### src/design/rvicd_pkg.sv
// package: opcodes, instruction ids, decode tables and control line sets
`timescale 1ns / 1ps
package rvicd_pkg;

	localparam int INSTR_W = 32;
	localparam int ID_W    = 6;
	localparam int REG_W   = 5;
	localparam int IMM_W   = 12;
	localparam int CTL_W   = 14;

	typedef logic [ID_W-1:0]  id_t;
	typedef logic [CTL_W-1:0] ctl_t;
	typedef logic [6:0]       opc_t;
	typedef logic [6:0]       f7_t;
	typedef logic [5:0]       f6_t;

	// major opcodes
	localparam opc_t OPC_OP      = 7'd51;
	localparam opc_t OPC_OP32    = 7'd59;
	localparam opc_t OPC_OPIMM   = 7'd19;
	localparam opc_t OPC_OPIMM32 = 7'd27;
	localparam opc_t OPC_LOAD    = 7'd3;
	localparam opc_t OPC_STORE   = 7'd35;
	localparam opc_t OPC_BRANCH  = 7'd99;
	localparam opc_t OPC_JALR    = 7'd103;
	localparam opc_t OPC_JAL     = 7'd111;
	localparam opc_t OPC_LUI     = 7'd55;
	localparam opc_t OPC_AUIPC   = 7'd23;
	localparam opc_t OPC_FP      = 7'd83;
	localparam opc_t OPC_FSTORE  = 7'd39;
	localparam opc_t OPC_FLOAD   = 7'd7;

	localparam f7_t F7_BASE   = 7'b0000000;
	localparam f7_t F7_ALT    = 7'b0100000;
	localparam f7_t F7_MULDIV = 7'b0000001;
	localparam f7_t F7_FSUB   = 7'b0000100;
	localparam f6_t F6_BASE   = 6'b000000;
	localparam f6_t F6_ALT    = 6'b010000;

	localparam logic [2:0] F3_ADD   = 3'd0;
	localparam logic [2:0] F3_SLL   = 3'd1;
	localparam logic [2:0] F3_WORD  = 3'd2;
	localparam logic [2:0] F3_SHR   = 3'd5;

	// instruction ids
	localparam id_t ID_NONE   = 6'd0;
	localparam id_t ID_ADD    = 6'd1;
	localparam id_t ID_SUB    = 6'd2;
	localparam id_t ID_SLL    = 6'd3;
	localparam id_t ID_SLT    = 6'd4;
	localparam id_t ID_SLTU   = 6'd5;
	localparam id_t ID_XOR    = 6'd6;
	localparam id_t ID_SRL    = 6'd7;
	localparam id_t ID_SRA    = 6'd8;
	localparam id_t ID_OR     = 6'd9;
	localparam id_t ID_AND    = 6'd10;
	localparam id_t ID_MUL    = 6'd11;
	localparam id_t ID_MULH   = 6'd12;
	localparam id_t ID_MULHSU = 6'd13;
	localparam id_t ID_MULHU  = 6'd14;
	localparam id_t ID_DIV    = 6'd15;
	localparam id_t ID_DIVU   = 6'd16;
	localparam id_t ID_REM    = 6'd17;
	localparam id_t ID_REMU   = 6'd18;
	localparam id_t ID_ADDW   = 6'd19;
	localparam id_t ID_SUBW   = 6'd20;
	localparam id_t ID_SLLW   = 6'd21;
	localparam id_t ID_SRLW   = 6'd22;
	localparam id_t ID_SRAW   = 6'd23;
	localparam id_t ID_MULW   = 6'd24;
	localparam id_t ID_DIVW   = 6'd25;
	localparam id_t ID_DIVUW  = 6'd26;
	localparam id_t ID_REMW   = 6'd27;
	localparam id_t ID_REMUW  = 6'd28;
	localparam id_t ID_ADDI   = 6'd29;
	localparam id_t ID_SLTI   = 6'd30;
	localparam id_t ID_SLTIU  = 6'd31;
	localparam id_t ID_XORI   = 6'd32;
	localparam id_t ID_ORI    = 6'd33;
	localparam id_t ID_ANDI   = 6'd34;
	localparam id_t ID_SLLI   = 6'd35;
	localparam id_t ID_SRLI   = 6'd36;
	localparam id_t ID_SRAI   = 6'd37;
	localparam id_t ID_ADDIW  = 6'd38;
	localparam id_t ID_SLLIW  = 6'd39;
	localparam id_t ID_SRLIW  = 6'd40;
	localparam id_t ID_SRAIW  = 6'd41;
	localparam id_t ID_LB     = 6'd42;
	localparam id_t ID_LH     = 6'd43;
	localparam id_t ID_LW     = 6'd44;
	localparam id_t ID_LBU    = 6'd45;
	localparam id_t ID_LHU    = 6'd46;
	localparam id_t ID_SB     = 6'd47;
	localparam id_t ID_SH     = 6'd48;
	localparam id_t ID_SW     = 6'd49;
	localparam id_t ID_BEQ    = 6'd50;
	localparam id_t ID_BNE    = 6'd51;
	localparam id_t ID_BLT    = 6'd52;
	localparam id_t ID_BGE    = 6'd53;
	localparam id_t ID_BLTU   = 6'd54;
	localparam id_t ID_BGEU   = 6'd55;
	localparam id_t ID_JALR   = 6'd56;
	localparam id_t ID_JAL    = 6'd57;
	localparam id_t ID_LUI    = 6'd58;
	localparam id_t ID_AUIPC  = 6'd59;
	localparam id_t ID_FADD   = 6'd60;
	localparam id_t ID_FSUB   = 6'd61;
	localparam id_t ID_FSW    = 6'd62;
	localparam id_t ID_FLW    = 6'd63;

	// tables indexed by funct3
	localparam id_t OP_BASE_TBL [0:7] = '{ID_ADD, ID_SLL, ID_SLT, ID_SLTU,
		ID_XOR, ID_SRL, ID_OR, ID_AND};
	localparam id_t OP_MUL_TBL [0:7] = '{ID_MUL, ID_MULH, ID_MULHSU, ID_MULHU,
		ID_DIV, ID_DIVU, ID_REM, ID_REMU};
	localparam id_t OPIMM_TBL [0:7] = '{ID_ADDI, ID_SLLI, ID_SLTI, ID_SLTIU,
		ID_XORI, ID_SRLI, ID_ORI, ID_ANDI};
	localparam id_t LOAD_TBL [0:7] = '{ID_LB, ID_LH, ID_LW, ID_NONE,
		ID_LBU, ID_LHU, ID_NONE, ID_NONE};
	localparam id_t STORE_TBL [0:7] = '{ID_SB, ID_SH, ID_SW, ID_NONE,
		ID_NONE, ID_NONE, ID_NONE, ID_NONE};
	localparam id_t BRANCH_TBL [0:7] = '{ID_BEQ, ID_BNE, ID_NONE, ID_NONE,
		ID_BLT, ID_BGE, ID_BLTU, ID_BGEU};

	// control line sets per class
	localparam ctl_t CTL_NONE   = 14'h0000;
	localparam ctl_t CTL_RTYPE  = 14'h0007;
	localparam ctl_t CTL_ITYPE  = 14'h000F;
	localparam ctl_t CTL_LOAD   = 14'h004F;
	localparam ctl_t CTL_STORE  = 14'h0089;
	localparam ctl_t CTL_BRANCH = 14'h0021;
	localparam ctl_t CTL_JALR   = 14'h001D;
	localparam ctl_t CTL_JAL    = 14'h001C;
	localparam ctl_t CTL_LUI    = 14'h0006;
	localparam ctl_t CTL_AUIPC  = 14'h000F;
	localparam ctl_t CTL_FADD   = 14'h0200;
	localparam ctl_t CTL_FSUB   = 14'h0400;
	localparam ctl_t CTL_FSW    = 14'h2008;
	localparam ctl_t CTL_FLW    = 14'h1048;

endpackage

### src/design/riscv_instruction_control_decoder.sv
// top level: registered instruction decoder, id, illegal flag, registers, immediate, controls
//
// Takes one instruction request per cycle: busy is always low, so start may be high in
// every cycle. Each request is captured in an input register and decoded by one pass of
// combinational logic into a result register; its result appears at the next edge after
// the accepting one, for one cycle, with done high, and is taken at the edge that ends
// that done cycle. Results come out in request order and the receiver cannot stall
// them, so it must take every done cycle.
`timescale 1ns / 1ps
module riscv_instruction_control_decoder (
	input  logic                                 clk,
	input  logic                                 arst_n,
	input  logic                                 start,
	output logic                                 busy,
	input  logic [rvicd_pkg::INSTR_W-1:0]        instruction_word,
	output logic                                 done,
	output logic [rvicd_pkg::ID_W-1:0]           op_id,
	output logic                                 illegal,
	output logic [rvicd_pkg::REG_W-1:0]          dest_reg,
	output logic [rvicd_pkg::REG_W-1:0]          src1_reg,
	output logic [rvicd_pkg::REG_W-1:0]          src2_reg,
	output logic signed [rvicd_pkg::IMM_W-1:0]   immediate,
	output logic [rvicd_pkg::CTL_W-1:0]          control_lines
);
	import rvicd_pkg::*;

	logic               valid_s1;
	logic [INSTR_W-1:0] instr_s1;
	logic               valid_s2;
	id_t                id_s2;
	logic [24:7]        instr_s2;
	logic [IMM_W-1:0]   imm_s2;
	ctl_t               ctl_s2;

	opc_t               opc;
	logic [2:0]         f3;
	f7_t                f7;
	f6_t                f6;
	id_t                id_d;
	logic [IMM_W-1:0]   imm_i;
	logic [IMM_W-1:0]   imm_st;
	logic [IMM_W-1:0]   imm_d;
	ctl_t               ctl_d;

	assign busy = 1'b0;

	always_ff @(posedge clk or negedge arst_n) begin
		if (!arst_n) begin
			valid_s1 <= 1'b0;
			valid_s2 <= 1'b0;
		end else begin
			valid_s1 <= start;
			valid_s2 <= valid_s1;
		end
	end

	always_ff @(posedge clk) begin
		if (start) begin
			instr_s1 <= instruction_word;
		end
		if (valid_s1) begin
			instr_s2 <= instr_s1[24:7];
			id_s2    <= id_d;
			imm_s2   <= imm_d;
			ctl_s2   <= ctl_d;
		end
	end

	assign opc    = instr_s1[6:0];
	assign f3     = instr_s1[14:12];
	assign f7     = instr_s1[31:25];
	assign f6     = instr_s1[31:26];
	assign imm_i  = instr_s1[31:20];
	assign imm_st = {instr_s1[31:25], instr_s1[11:7]};

	// instruction id
	always_comb begin
		id_d = ID_NONE;
		case (opc)
			OPC_OP: begin
				if (f7 == F7_BASE) id_d = OP_BASE_TBL[f3];
				else if (f7 == F7_MULDIV) id_d = OP_MUL_TBL[f3];
				else if (f7 == F7_ALT && f3 == F3_ADD) id_d = ID_SUB;
				else if (f7 == F7_ALT && f3 == F3_SHR) id_d = ID_SRA;
			end
			OPC_OP32: begin
				if (f7 == F7_BASE) begin
					if (f3 == F3_ADD) id_d = ID_ADDW;
					else if (f3 == F3_SLL) id_d = ID_SLLW;
					else if (f3 == F3_SHR) id_d = ID_SRLW;
				end else if (f7 == F7_ALT) begin
					if (f3 == F3_ADD) id_d = ID_SUBW;
					else if (f3 == F3_SHR) id_d = ID_SRAW;
				end else if (f7 == F7_MULDIV) begin
					if (f3 == F3_ADD) id_d = ID_MULW;
					else if (f3[2]) id_d = ID_DIVW + {4'd0, f3[1:0]};
				end
			end
			OPC_OPIMM: begin
				if (f3 == F3_SLL) begin
					if (f6 == F6_BASE) id_d = ID_SLLI;
				end else if (f3 == F3_SHR) begin
					if (f6 == F6_BASE) id_d = ID_SRLI;
					else if (f6 == F6_ALT) id_d = ID_SRAI;
				end else begin
					id_d = OPIMM_TBL[f3];
				end
			end
			OPC_OPIMM32: begin
				if (f3 == F3_ADD) id_d = ID_ADDIW;
				else if (f3 == F3_SLL) begin
					if (f7 == F7_BASE) id_d = ID_SLLIW;
				end else if (f3 == F3_SHR) begin
					if (f7 == F7_BASE) id_d = ID_SRLIW;
					else if (f7 == F7_ALT) id_d = ID_SRAIW;
				end
			end
			OPC_LOAD:   id_d = LOAD_TBL[f3];
			OPC_STORE:  id_d = STORE_TBL[f3];
			OPC_BRANCH: id_d = BRANCH_TBL[f3];
			OPC_JALR:   id_d = (f3 == F3_ADD) ? ID_JALR : ID_NONE;
			OPC_JAL:    id_d = ID_JAL;
			OPC_LUI:    id_d = ID_LUI;
			OPC_AUIPC:  id_d = ID_AUIPC;
			OPC_FP: begin
				if (f7 == F7_BASE) id_d = ID_FADD;
				else if (f7 == F7_FSUB) id_d = ID_FSUB;
			end
			OPC_FSTORE: id_d = (f3 == F3_WORD) ? ID_FSW : ID_NONE;
			OPC_FLOAD:  id_d = (f3 == F3_WORD) ? ID_FLW : ID_NONE;
			default:    id_d = ID_NONE;
		endcase
	end

	// control lines and immediate by class
	always_comb begin
		ctl_d = CTL_NONE;
		imm_d = '0;
		if (id_d >= ID_ADD && id_d <= ID_REMUW) begin
			ctl_d = CTL_RTYPE;
		end else if (id_d >= ID_ADDI && id_d <= ID_SRAIW) begin
			ctl_d = CTL_ITYPE;
			imm_d = imm_i;
		end else if (id_d >= ID_LB && id_d <= ID_LHU) begin
			ctl_d = CTL_LOAD;
			imm_d = imm_i;
		end else if (id_d >= ID_SB && id_d <= ID_SW) begin
			ctl_d = CTL_STORE;
			imm_d = imm_st;
		end else if (id_d >= ID_BEQ && id_d <= ID_BGEU) begin
			ctl_d = CTL_BRANCH;
		end else if (id_d == ID_JALR) begin
			ctl_d = CTL_JALR;
			imm_d = imm_i;
		end else if (id_d == ID_JAL) begin
			ctl_d = CTL_JAL;
		end else if (id_d == ID_LUI) begin
			ctl_d = CTL_LUI;
		end else if (id_d == ID_AUIPC) begin
			ctl_d = CTL_AUIPC;
		end else if (id_d == ID_FADD) begin
			ctl_d = CTL_FADD;
		end else if (id_d == ID_FSUB) begin
			ctl_d = CTL_FSUB;
		end else if (id_d == ID_FSW) begin
			ctl_d = CTL_FSW;
			imm_d = imm_st;
		end else if (id_d == ID_FLW) begin
			ctl_d = CTL_FLW;
			imm_d = imm_i;
		end
	end

	assign done          = valid_s2;
	assign op_id         = id_s2;
	assign illegal       = (id_s2 == ID_NONE);
	assign dest_reg      = instr_s2[11:7];
	assign src1_reg      = instr_s2[19:15];
	assign src2_reg      = instr_s2[24:20];
	assign immediate     = signed'(imm_s2);
	assign control_lines = ctl_s2;

endmodule

### config.mk
export PLATFORM = sky130hd
export DESIGN_NAME = riscv_instruction_control_decoder
export DESIGN_NICKNAME = d
export VERILOG_FILES = /design/src/design/rvicd_pkg.sv /design/src/design/riscv_instruction_control_decoder.sv
export SDC_FILE = /design/constraint.sdc
export NUM_CORES = 1
export LEC_CHECK = 0
export BUFFER_PORTS_ARGS = -buffer_cell sky130_fd_sc_hd__buf_2
export CAP_MARGIN = 20
export CELL_PAD_IN_SITES_DETAIL_PLACEMENT = 1
export CELL_PAD_IN_SITES_GLOBAL_PLACEMENT = 2
export CORE_MARGIN = 2
export CORE_UTILIZATION = 36
export DETAILED_ROUTE_END_ITERATION = 10
export MAX_ROUTING_LAYER = met4
export PLACE_DENSITY = 0.91
export SYNTH_ARGS = -nofsm -noshare
export SYNTH_HDL_FRONTEND = slang
export SYNTH_SLANG_ARGS = --single-unit
### constraint.sdc
create_clock -name clk -period 5.35 [get_ports clk]
set_clock_uncertainty 0.2 [all_clocks]
set_input_delay 1.07 -clock clk [delete_from_list [all_inputs] [get_ports clk]]
set_output_delay 1.07 -clock clk [all_outputs]
set_load 0.02 [all_outputs]
### Word-level counts from Yosys, hierarchy flattened

Memory sizes are Yosys's and may differ from the RTL's.
Cells that the tools add are included.

* register bits after elaboration: 84
* bits in read-only memories: 288
* bits of input ports: 35
* memories: 6

* add/subtract/negate cells: 1
* magnitude comparators: 11
* equality and inequality tests: 29
* mux-type cells: 67
* bitwise logic cells: 1
* reductions and logical operators: 20

Memory list
* (no name shown): words 8, width 6, rd ports 1, clocked after Yosys merged registers in 0, wr ports 0, RTL line riscv_instruction_control_decoder.sv:120 `OPC_BRANCH: id_d = BRANCH_TBL[f3];`
* (no name shown): words 8, width 6, rd ports 1, clocked after Yosys merged registers in 0, wr ports 0, RTL line riscv_instruction_control_decoder.sv:119 `OPC_STORE: id_d = STORE_TBL[f3];`
* (no name shown): words 8, width 6, rd ports 1, clocked after Yosys merged registers in 0, wr ports 0, RTL line riscv_instruction_control_decoder.sv:118 `OPC_LOAD: id_d = LOAD_TBL[f3];`
* (no name shown): words 8, width 6, rd ports 1, clocked after Yosys merged registers in 0, wr ports 0, RTL line riscv_instruction_control_decoder.sv:106 `id_d = OPIMM_TBL[f3];`
* (no name shown): words 8, width 6, rd ports 1, clocked after Yosys merged registers in 0, wr ports 0, RTL line riscv_instruction_control_decoder.sv:82 `else if (f7 == F7_MULDIV) id_d = OP_MUL_TBL[f3];`
* (no name shown): words 8, width 6, rd ports 1, clocked after Yosys merged registers in 0, wr ports 0, RTL line riscv_instruction_control_decoder.sv:81 `if (f7 == F7_BASE) id_d = OP_BASE_TBL[f3];`

Operator list (count)
* 6-bit 2-to-1 mux: 35
* 12-bit 2-to-1 mux: 12
* 6-bit case mux with 14 select lines: 1
* 6-bit equality test, second input constant: 8
* 8-bit 2-to-1 mux: 6
* 7-bit by 6-bit equality test with 1-bit output, second input constant: 6
* 7-bit equality test, second input constant: 4
* 5-bit 2-to-1 mux: 5
* 6-bit less-or-equal comparator, second input constant: 4
* 7-bit by 5-bit equality test with 1-bit output, second input constant: 3
* 6-bit >= comparator, second input constant: 3
* 7-bit by 3-bit equality test with 1-bit output, second input constant: 2
* 14-bit 2-to-1 mux: 1
* 13-bit 2-to-1 mux: 1
* 6-bit logical NOT: 2
* 4-bit 2-to-1 mux: 3
* 12-bit OR reduction: 1
* 11-bit 2-to-1 mux: 1
* 11-bit OR reduction: 1
* 10-bit 2-to-1 mux: 1
* 10-bit OR reduction: 1
* 9-bit OR reduction: 1
* 7-bit by 1-bit equality test with 1-bit output, second input constant: 1
* 7-bit by 2-bit equality test with 1-bit output, second input constant: 1
* 19 further kinds: 25

### Depth between registers and ports, before layout

Gate-level depths: netlist of run 1.

* depth in word-level cells: 20
* mapped depth: 12
* gate-level depth less buffers: 11

### Worst setup path before layout of run 1

No wires, ideal clock.

* path type: flip-flop to flip-flop
* start point: register instr_s1[12]
* end point: register imm_s2[0] (netlist: immediate[0]), data pin
* arrival time: 3.419 ns
* required time: 4.894 ns
* setup slack: 1.475 ns
* cell stages (with the launch flop): 12
* buffers on the path: 1
* period minus slack after synthesis: 3.875 ns
* path through: edfxtp_1 > inv_1 > ha_1 > or3b_2 > a211oi_1 > a211o_1 > a221o_1 > or4_1 > buf_4 > o2111a_1 > or4_4 > a22o_1

* longest elaborated chain between the ends: 20
* elaborated cells on any way between the ends: 84

Ends and longest elaborated chain
* start, declared: RTL line riscv_instruction_control_decoder.sv:28 `logic [INSTR_W-1:0] instr_s1;`
* start signal, assigned: RTL line riscv_instruction_control_decoder.sv:59 `instr_s1 <= instruction_word;`
* 5-bit by 2-bit adder with 6-bit output / 3-bit inverter with 4-bit output (equally long branches)
* 6-bit 2-to-1 mux (tied with other cells): RTL line riscv_instruction_control_decoder.sv:96 `else if (f3[2]) id_d = ID_DIVW + {4'd0, f3[1:0]};`
* 6-bit 2-to-1 mux (on tied branches): RTL line riscv_instruction_control_decoder.sv:95, riscv_instruction_control_decoder.sv:82, riscv_instruction_control_decoder.sv:106
* 6-bit 2-to-1 mux (on tied branches): RTL line riscv_instruction_control_decoder.sv:94, riscv_instruction_control_decoder.sv:82, riscv_instruction_control_decoder.sv:106
* 6-bit 2-to-1 mux (on tied branches): RTL line riscv_instruction_control_decoder.sv:91, riscv_instruction_control_decoder.sv:82, riscv_instruction_control_decoder.sv:102
* 6-bit 2-to-1 mux (on tied branches): RTL line riscv_instruction_control_decoder.sv:87, riscv_instruction_control_decoder.sv:81, riscv_instruction_control_decoder.sv:100
* 6-bit case mux with 14 select lines *: RTL line riscv_instruction_control_decoder.sv:79 `case (opc)`
* net id_d[0]: RTL line riscv_instruction_control_decoder.sv:39 `id_t id_d;`
* [5 not listed]
* 12-bit 2-to-1 mux: RTL line riscv_instruction_control_decoder.sv:159 `end else if (id_d == ID_AUIPC) begin`
* 12-bit 2-to-1 mux: RTL line riscv_instruction_control_decoder.sv:157 `end else if (id_d == ID_LUI) begin`
* 12-bit 2-to-1 mux: RTL line riscv_instruction_control_decoder.sv:155 `end else if (id_d == ID_JAL) begin`
* 12-bit 2-to-1 mux: RTL line riscv_instruction_control_decoder.sv:152 `end else if (id_d == ID_JALR) begin`
* 12-bit 2-to-1 mux: RTL line riscv_instruction_control_decoder.sv:150 `end else if (id_d >= ID_BEQ && id_d <= ID_BGEU) begin`
* 12-bit 2-to-1 mux: RTL line riscv_instruction_control_decoder.sv:147 `end else if (id_d >= ID_SB && id_d <= ID_SW) begin`
* 12-bit 2-to-1 mux: RTL line riscv_instruction_control_decoder.sv:144 `end else if (id_d >= ID_LB && id_d <= ID_LHU) begin`
* 12-bit 2-to-1 mux: RTL line riscv_instruction_control_decoder.sv:141 `end else if (id_d >= ID_ADDI && id_d <= ID_SRAIW) begin`
* end signal, assigned: RTL line riscv_instruction_control_decoder.sv:64 `imm_s2 <= imm_d;`
* end, declared: RTL line riscv_instruction_control_decoder.sv:32 `logic [IMM_W-1:0] imm_s2;`

Mark *: on every way through the listed nets, which the timed path passes. The rest lies on a longest branch. The select of a mux whose other input is x is not followed.
A chain may end at the register's enable or synchronous reset.

### Worst setup path in the final report of run 1

* start point: register instr_s1[13]
* end point: register imm_s2[5] (netlist: immediate[5]), data pin

* longest elaborated chain between the ends: 20
* elaborated cells on any way between the ends: 84

Ends and longest elaborated chain
* 5-bit by 2-bit adder with 6-bit output (tied with other cells): RTL line riscv_instruction_control_decoder.sv:96
* 6-bit 2-to-1 mux (tied with other cells): RTL line riscv_instruction_control_decoder.sv:96
* 6-bit 2-to-1 mux (tied with other cells): RTL line riscv_instruction_control_decoder.sv:95 `if (f3 == F3_ADD) id_d = ID_MULW;`
* 6-bit 2-to-1 mux (tied with other cells): RTL line riscv_instruction_control_decoder.sv:94 `end else if (f7 == F7_MULDIV) begin`
* 6-bit 2-to-1 mux (on tied branches): RTL line riscv_instruction_control_decoder.sv:91, riscv_instruction_control_decoder.sv:82, riscv_instruction_control_decoder.sv:102
* 6-bit 2-to-1 mux (on tied branches): RTL line riscv_instruction_control_decoder.sv:87, riscv_instruction_control_decoder.sv:81, riscv_instruction_control_decoder.sv:100
* 6-bit case mux with 14 select lines *: RTL line riscv_instruction_control_decoder.sv:79
* 6-bit equality test: RTL line riscv_instruction_control_decoder.sv:168 `end else if (id_d == ID_FLW) begin`
* [4 not listed]
* 12-bit 2-to-1 mux: RTL line riscv_instruction_control_decoder.sv:159
* 12-bit 2-to-1 mux: RTL line riscv_instruction_control_decoder.sv:157
* 12-bit 2-to-1 mux: RTL line riscv_instruction_control_decoder.sv:155
* 12-bit 2-to-1 mux: RTL line riscv_instruction_control_decoder.sv:152
* 12-bit 2-to-1 mux: RTL line riscv_instruction_control_decoder.sv:150
* 12-bit 2-to-1 mux: RTL line riscv_instruction_control_decoder.sv:147
* 12-bit 2-to-1 mux: RTL line riscv_instruction_control_decoder.sv:144
* 12-bit 2-to-1 mux: RTL line riscv_instruction_control_decoder.sv:141

Every way passes the cells marked *; elsewhere a longest branch is shown, timed or not. The select of a mux whose other input is x is not followed.

==> results of run 1 <==
## final cells by class
type / count / area (sq um)
multi-input cells: 206 / 1400
well taps: 136 / 170
clock inverters: 7 / 85.1
clock buffers: 9 / 124
repair buffers: 82 / 413
fillers: 1155 / 5820
inverters: 10 / 37.5
flip-flops and latches: 79 / 2360
## registers in the layout (all words and copies together), names as in the netlist
name and cells:
control_lines 12, done 1, immediate 12, instr_s1 32, instr_s2 15, op_id 6
valid_s1 1
## cell usage after synthesis (2+ instances only)
cell type,count
o41ai_1,2
nor2_1,24
nor3_1,8
clkbuf_1,3
nor4_1,7
o22ai_1,3
inv_1,10
nor4b_1,2
dfrtp_1,2
o21bai_1,4
nand3b_1,3
a21oi_1,14
or3_1,5
a32oi_1,3
nor4_2,3
and2_1,2
a21o_1,2
ha_1,11
or2_2,2
buf_6,2
a31oi_1,4
nand2_1,15
buf_4,4
o31ai_1,2
edfxtp_1,77
a22o_1,4
or3b_2,2
and3_1,2
nor2b_1,14
nand4b_1,2
or4_4,2
nand4_1,2
nand3_1,7
or4_1,5
nand2b_1,5
a211o_1,2
mux2i_1,3
buf_2,6
o311ai_0,3
a211oi_1,5
o21ai_0,8
## where the power goes
part | internal [W] | total [W] | switching (W)
sequential | 0.000734 | 0.000778 | 0.0000441
clock | 0.000225 | 0.000469 | 0.000244
combinational | 0.0000592 | 0.000167 | 0.000108
total | 0.00102 | 0.00141 | 0.000396
## per-layer routing
layer,GRT usage (%),vias to the layer above
met1,22.9,1390
met4,6.96,0
met2,29.2,110
li1,-,1359
met3,4.52,23
met5,-,-
## how the worst min path moves through the flow
stage / end / cells past startpoint / start
after detailed placement: instr_s2[15] / 0 / instr_s1[15]
final: instr_s2[18] / 0 / instr_s1[18]
after CTS: instr_s2[18] / 0 / instr_s1[18]
after global routing: instr_s2[18] / 0 / instr_s1[18]
after global placement: instr_s2[19] / 0 / instr_s1[19]
after floorplan: instr_s2[15] / 0 / instr_s1[15]
## kinds of logic after synthesis
kind of cell             Yosys count  synth area share [%]
AND/OR/NAND/NOR                  122                  19.3
flip-flops                        79                  60.7
AO/OA/AOI/OAI                     66                  12.0
buffers and inverters             25                  3.38
adder cells (fa/ha/maj)           11                  3.54
multiplexers                       3                 0.772
other                              1                0.0964
XOR/XNOR                           1                 0.225
## per-stage QoR
stage / worst slack (ns) / power [W] / util [%] / hold WS, ns
finish: 0.719 / 0.00141 / 44.1 / 0.221
global route: 0.337 / 0.00147 / 44.1 / 0.231
CTS: 0.700 / 0.00143 / 44.1 / 0.224
detailed placement: 0.739 / 0.000959 / 42.1 / 0.205
global placement: 1.01 / 0.000953 / 42.1 / 0.201
floorplan: 1.48 / 0.000885 / - / 0.200
==> flow_metrics.env, run 1 <==
export IMPL_critPathLaunch="instr_s1[13]"
export IMPL_start_util_pct=37.3
export IMPL_cp_num_cells=11
export IMPL_fin_area_sq_um=4600
export IMPL_irDropWorstVdd_uv=141
export IMPL_std_cell_rows=37
export IMPL_crit_end="immediate[5]"
export IMPL_holdBufCountCts=0
export IMPL_yosys_warnings=0
export IMPL_clk_latency_ns=0.37
export IMPL_reg2reg_slack_ns=0.72
export IMPL_antennaDiodeCount=0
export IMPL_groute_usage_overall_pct=18.4
export IMPL_crit_chain="inv_1, ha_1, nor2b_1, o21bai_1, a21o_1, o311ai_0, nor4b_2, nor2_1, and3_1, nor4_2, nor2b_1"
export IMPL_final_cell_mix="buf_2 (81), edfxtp_1 (77), nor2_1 (24)"
export IMPL_portBuffers=81
export IMPL_synthTopCellsByArea="edfxtp_1 (59%), ha_1 (3.5%), nor2_1 (2.3%)"
export IMPL_grt_max_degree=47
export IMPL_worstPathMaxFanout=10
export IMPL_cp_num_buf_inv=1
export IMPL_placed_area_sq_um=4390
export IMPL_synth_top_area_share_pct=59.4
export IMPL_path_delay_family="simple AND/OR/NAND/NOR gates"
export IMPL_tns_ns=0
export IMPL_fin_crit_ns=4.63
export IMPL_h_tree_depth=3
export IMPL_setup_viol=0
export IMPL_required_ns=5.24
export IMPL_die_area_sq_um=11700
export IMPL_grt_pass1_wl_um=15500
export IMPL_gp_congestion=1.01
export IMPL_ctsResizeCount=0
export IMPL_drt_initial_drc_count=177
export IMPL_routed_wl_um=10200
export IMPL_cts_setup_buffers=0
export IMPL_maxUsedRoutingLayer="met4"
export IMPL_dpl_cell_count=513
export IMPL_ys_seq_area_share_pct=60.7
export IMPL_wire_per_inst_um=19.3
export IMPL_rr_worst_depth=11
export IMPL_cp_slowest_stage_delay_ns=0.88
export IMPL_vias=2882
export IMPL_cts_made_buffers=9
export IMPL_r2r_start="instr_s1[13]"
export IMPL_cp_common_cell="nor2b_1"
export IMPL_clock_root_buffer="clkbuf_8"
export IMPL_tightest_slew_ns=0.943
export IMPL_syn_cell_area_sq_um=3890
export IMPL_r2r_end="immediate[5]"
export IMPL_drv_slew=0
export IMPL_p_leak_nw=1.74
export IMPL_drive_gt1_share_pct=28.5
export IMPL_synth_seq_cells=79
export IMPL_grt_overflow=0
export IMPL_post_route_drc_count=0
export IMPL_clockBufferDepth=2
export IMPL_hold_class="register to register"
export IMPL_drt_pass1_iterations=7
export IMPL_slowest_stage="nor4b_2"
export IMPL_die_h_um=108
export IMPL_end_kind="register"
export IMPL_nNetsFinal=434
export IMPL_grt_pass1_vias=2751
export IMPL_antenna_found_initial=0
export IMPL_layoutNonFillerInstCount=529
export IMPL_synth_edff_count=77
export IMPL_critPathKind="register to register"
export IMPL_ant_nets=0
export IMPL_cts_sinks=79
export IMPL_powerDensity_nw_per_um2=308
export IMPL_dp_hpwl_um=7630
export IMPL_synth_main_ff_cell="edfxtp_1"
export IMPL_clkTransAtPathRegs_ns=0.10
export IMPL_routed_wl_met2_um=5060
export IMPL_fin_crit_sh_pct=86.6
export IMPL_rsz0062_at_grt="false"
export IMPL_startpoint_type="register"
export IMPL_layout_commonest_cell="buf_2"
export IMPL_synth_cell_types=63
export IMPL_outcome="complete, no violations"
export IMPL_cts_tree="built"
export IMPL_avgSynthCellArea_sq_um=12.6
export IMPL_area_growth_pct=18.2
export IMPL_synthCells=308
export IMPL_core_area_sq_um=10400
export IMPL_fmax_mhz=216
export IMPL_synth_area_leader_cell="edfxtp_1"
export IMPL_relSlewSlack_pct=37.0
export IMPL_arrival_ns=4.52
export IMPL_hold_violations=0
export IMPL_die_w_um=108
export IMPL_maxCapViolCount=0
export IMPL_vias_per_cell=5.45
export IMPL_ioPinCount=85
export IMPL_synthArstFlopShare_pct=2.53
export IMPL_wl_met1_um=4400
export IMPL_met3WireLength_um=469
No activity file was read; power rests on OpenSTA's default activity.
==> run 2, diff against run 1 <==
Settings changed: REMOVE_ABC_BUFFERS set to 1, SKIP_CTS_REPAIR_TIMING set to 1.
==> run 2 against run 1 <==
  * Non-clock buffer count increased by 1
  * Final cell count increased by 0.19%
  * Critical path depth unchanged
  * Sequential cell count unchanged
  * Critical path type unchanged
  * Largest power group unchanged
  * Count of clock-buffer cells in the layout increased by 1
  * Total power increased by 1.2%
  * Hold slack improved by 0.0059 ns
  * Combinational power about the same
  * Worst setup slack improved by 0.21 ns
  * Fmax increased by 4.7%
==> flow_metrics.env, run 2 (synthesis results as in run 1) <==
export IMPL_path_delay_family="simple AND/OR/NAND/NOR gates"
export IMPL_rr_worst_depth=11
export IMPL_drive_gt1_share_pct=28.7
export IMPL_post_route_drc_count=0
export IMPL_layout_commonest_cell="buf_2"
export IMPL_maxUsedRoutingLayer="met4"
export IMPL_largest_register="instr_s1"
export IMPL_die_h_um=108
export IMPL_grt_pass1_wl_um=16900
export IMPL_powerDensity_nw_per_um2=311
export IMPL_outcome="complete, no violations"
export IMPL_critPathLaunch="instr_s1[12]"
export IMPL_fin_util_pct=44.2
export IMPL_routed_wl_met2_um=5720
export IMPL_fin_crit_ns=4.42
export IMPL_ioPinCount=85
export IMPL_largestRegisters="instr_s1 (32), instr_s2 (15)"
export IMPL_cp_num_cells=11
export IMPL_slowest_stage="nor4b_2"
export IMPL_routed_wl_um=11100
export IMPL_drt_initial_drc_count=205
export IMPL_min_path_cells=0
export IMPL_tightest_slew_ns=0.979
export IMPL_h_tree_depth=3
export IMPL_start_util_pct=37.3
export IMPL_worstPathMaxFanout=10
export IMPL_clockBufferDepth=2
export IMPL_core_area_sq_um=10400
export IMPL_required_ns=5.25
export IMPL_n_fill_cell=1153
export IMPL_die_w_um=108
export IMPL_timing_hold_ws_ns=0.227
export IMPL_antenna_found_initial=0
export IMPL_die_area_sq_um=11700
export IMPL_crit_chain="inv_1, ha_1, nor2b_1, o21bai_1, a21o_1, o311ai_0, nor4b_2, nor2_1, and4_1, or4_4, a32o_1"
export IMPL_final_cell_mix="buf_2 (81), edfxtp_1 (77), nor2_1 (24)"
export IMPL_groute_usage_overall_pct=20.0
export IMPL_rsz0062_at_grt="false"
export IMPL_sw_frac_of_total_pct=28.0
export IMPL_clkTransAtPathRegs_ns=0.09
export IMPL_end_kind="register"
export IMPL_cts_made_buffers=9
export IMPL_arrival_ns=4.32
export IMPL_tns_ns=0
export IMPL_fmax_mhz=226
export IMPL_p_seq_share_pct=54.4
export IMPL_irDropWorstVdd_uv=141
export IMPL_cts_sinks=79
export IMPL_r2r_start="instr_s1[12]"
export IMPL_p_switching_w=0.000401
export IMPL_pwr_share_clk_pct=33.8
export IMPL_cp_slowest_stage_delay_ns=0.85
export IMPL_ant_nets=0
export IMPL_p_comb_share_pct=11.8
export IMPL_largest_reg_flops=32
export IMPL_grt_overflow=0
export IMPL_clock_root_buffer="clkbuf_8"
export IMPL_vias=2922
export IMPL_antennaDiodeCount=0
export IMPL_fin_area_sq_um=4610
export IMPL_placed_area_sq_um=4400
export IMPL_setup_viol=0
export IMPL_p_leak_nw=1.75
export IMPL_maxCapViolCount=0
export IMPL_nNetsFinal=435
export IMPL_layoutNonFillerInstCount=530
export IMPL_dpl_cell_count=514
export IMPL_met3WireLength_um=514
export IMPL_portBuffers=81
export IMPL_cp_num_buf_inv=1
export IMPL_gp_congestion=0.985
export IMPL_wl_met1_um=4560
export IMPL_cts_tree="built"
export IMPL_p_int_w=0.00103
export IMPL_critPathKind="register to register"
export IMPL_startpoint_type="register"
export IMPL_hold_violations=0
export IMPL_grt_pass1_vias=2929
export IMPL_grt_max_degree=47
export IMPL_clk_latency_ns=0.36
export IMPL_drt_pass1_iterations=5
export IMPL_relSlewSlack_pct=34.7
export IMPL_std_cell_rows=37
export IMPL_vias_per_cell=5.51
export IMPL_drv_slew=0
export IMPL_area_growth_pct=18.4
export IMPL_hold_class="register to register"
export IMPL_fin_crit_sh_pct=82.7
export IMPL_wire_per_inst_um=20.9
export IMPL_hold_start="instr_s1[18]"
export IMPL_dp_hpwl_um=8280
-- run 2: cell types whose count changed in the layout (fill, tap and decap cells not counted) --
cell	previous run	this run
clkbuf_8	9	10
inv_8	2	1
clkinv_2	0	1
clkinvlp_4	2	0
inv_6	2	3
buf_4	1	2
-- run 2: routing by layer --
layer / vias up / track usage (%)
met5: - / -
met4: 0 / 7.69
met3: 24 / 2.83
met2: 115 / 33.7
met1: 1426 / 24.3
li1: 1357 / -
-- run 2: worst paths after layout --
| check | to | slack [ns] |
|---|---|---|
| worst min register to register | instr_s2[18] | 0.23 |
| worst max-delay path | immediate[1] | 0.93 |
| worst min-delay path | instr_s2[18] | 0.23 |
| min in group asynchronous | valid_s1 | 0.28 |
| worst max register to register | immediate[1] | 0.93 |
| max in group asynchronous | valid_s1 | 4.57 |
-- run 2: metrics by stage --
stage / total power, W / setup WS (ns)
floorplan: 0.000879 / 1.39
global placement: 0.000955 / 1.12
detailed placement: 0.000964 / 0.929
CTS: 0.00144 / 0.903
global route: 0.00149 / 0.539
finish: 0.00143 / 0.926
-- run 2: power groups by stage --
| stage | clock network [W] | registers (W) | logic, W |
|---|---|---|---|
| after detailed placement | 0 | 0.000794 | 0.000170 |
| after floorplan | 0 | 0.000816 | 0.0000628 |
| after global routing | 0.000516 | 0.000787 | 0.000184 |
| after global placement | 0 | 0.000787 | 0.000168 |
| final | 0.000483 | 0.000779 | 0.000169 |
| after CTS | 0.000491 | 0.000780 | 0.000170 |
-- run 2: cell type report --
cell class / count / area [sq um] / share of cell area [%]
inverter: 10 / 37.5 / 0.815
sequential: 79 / 2360 / 51.3
tap: 136 / 170 / 3.69
timing repair buffer: 83 / 420 / 9.13
clock inverter: 6 / 72.6 / 1.58
clock buffer: 10 / 138 / 2.99
multi-input combinational: 206 / 1400 / 30.5
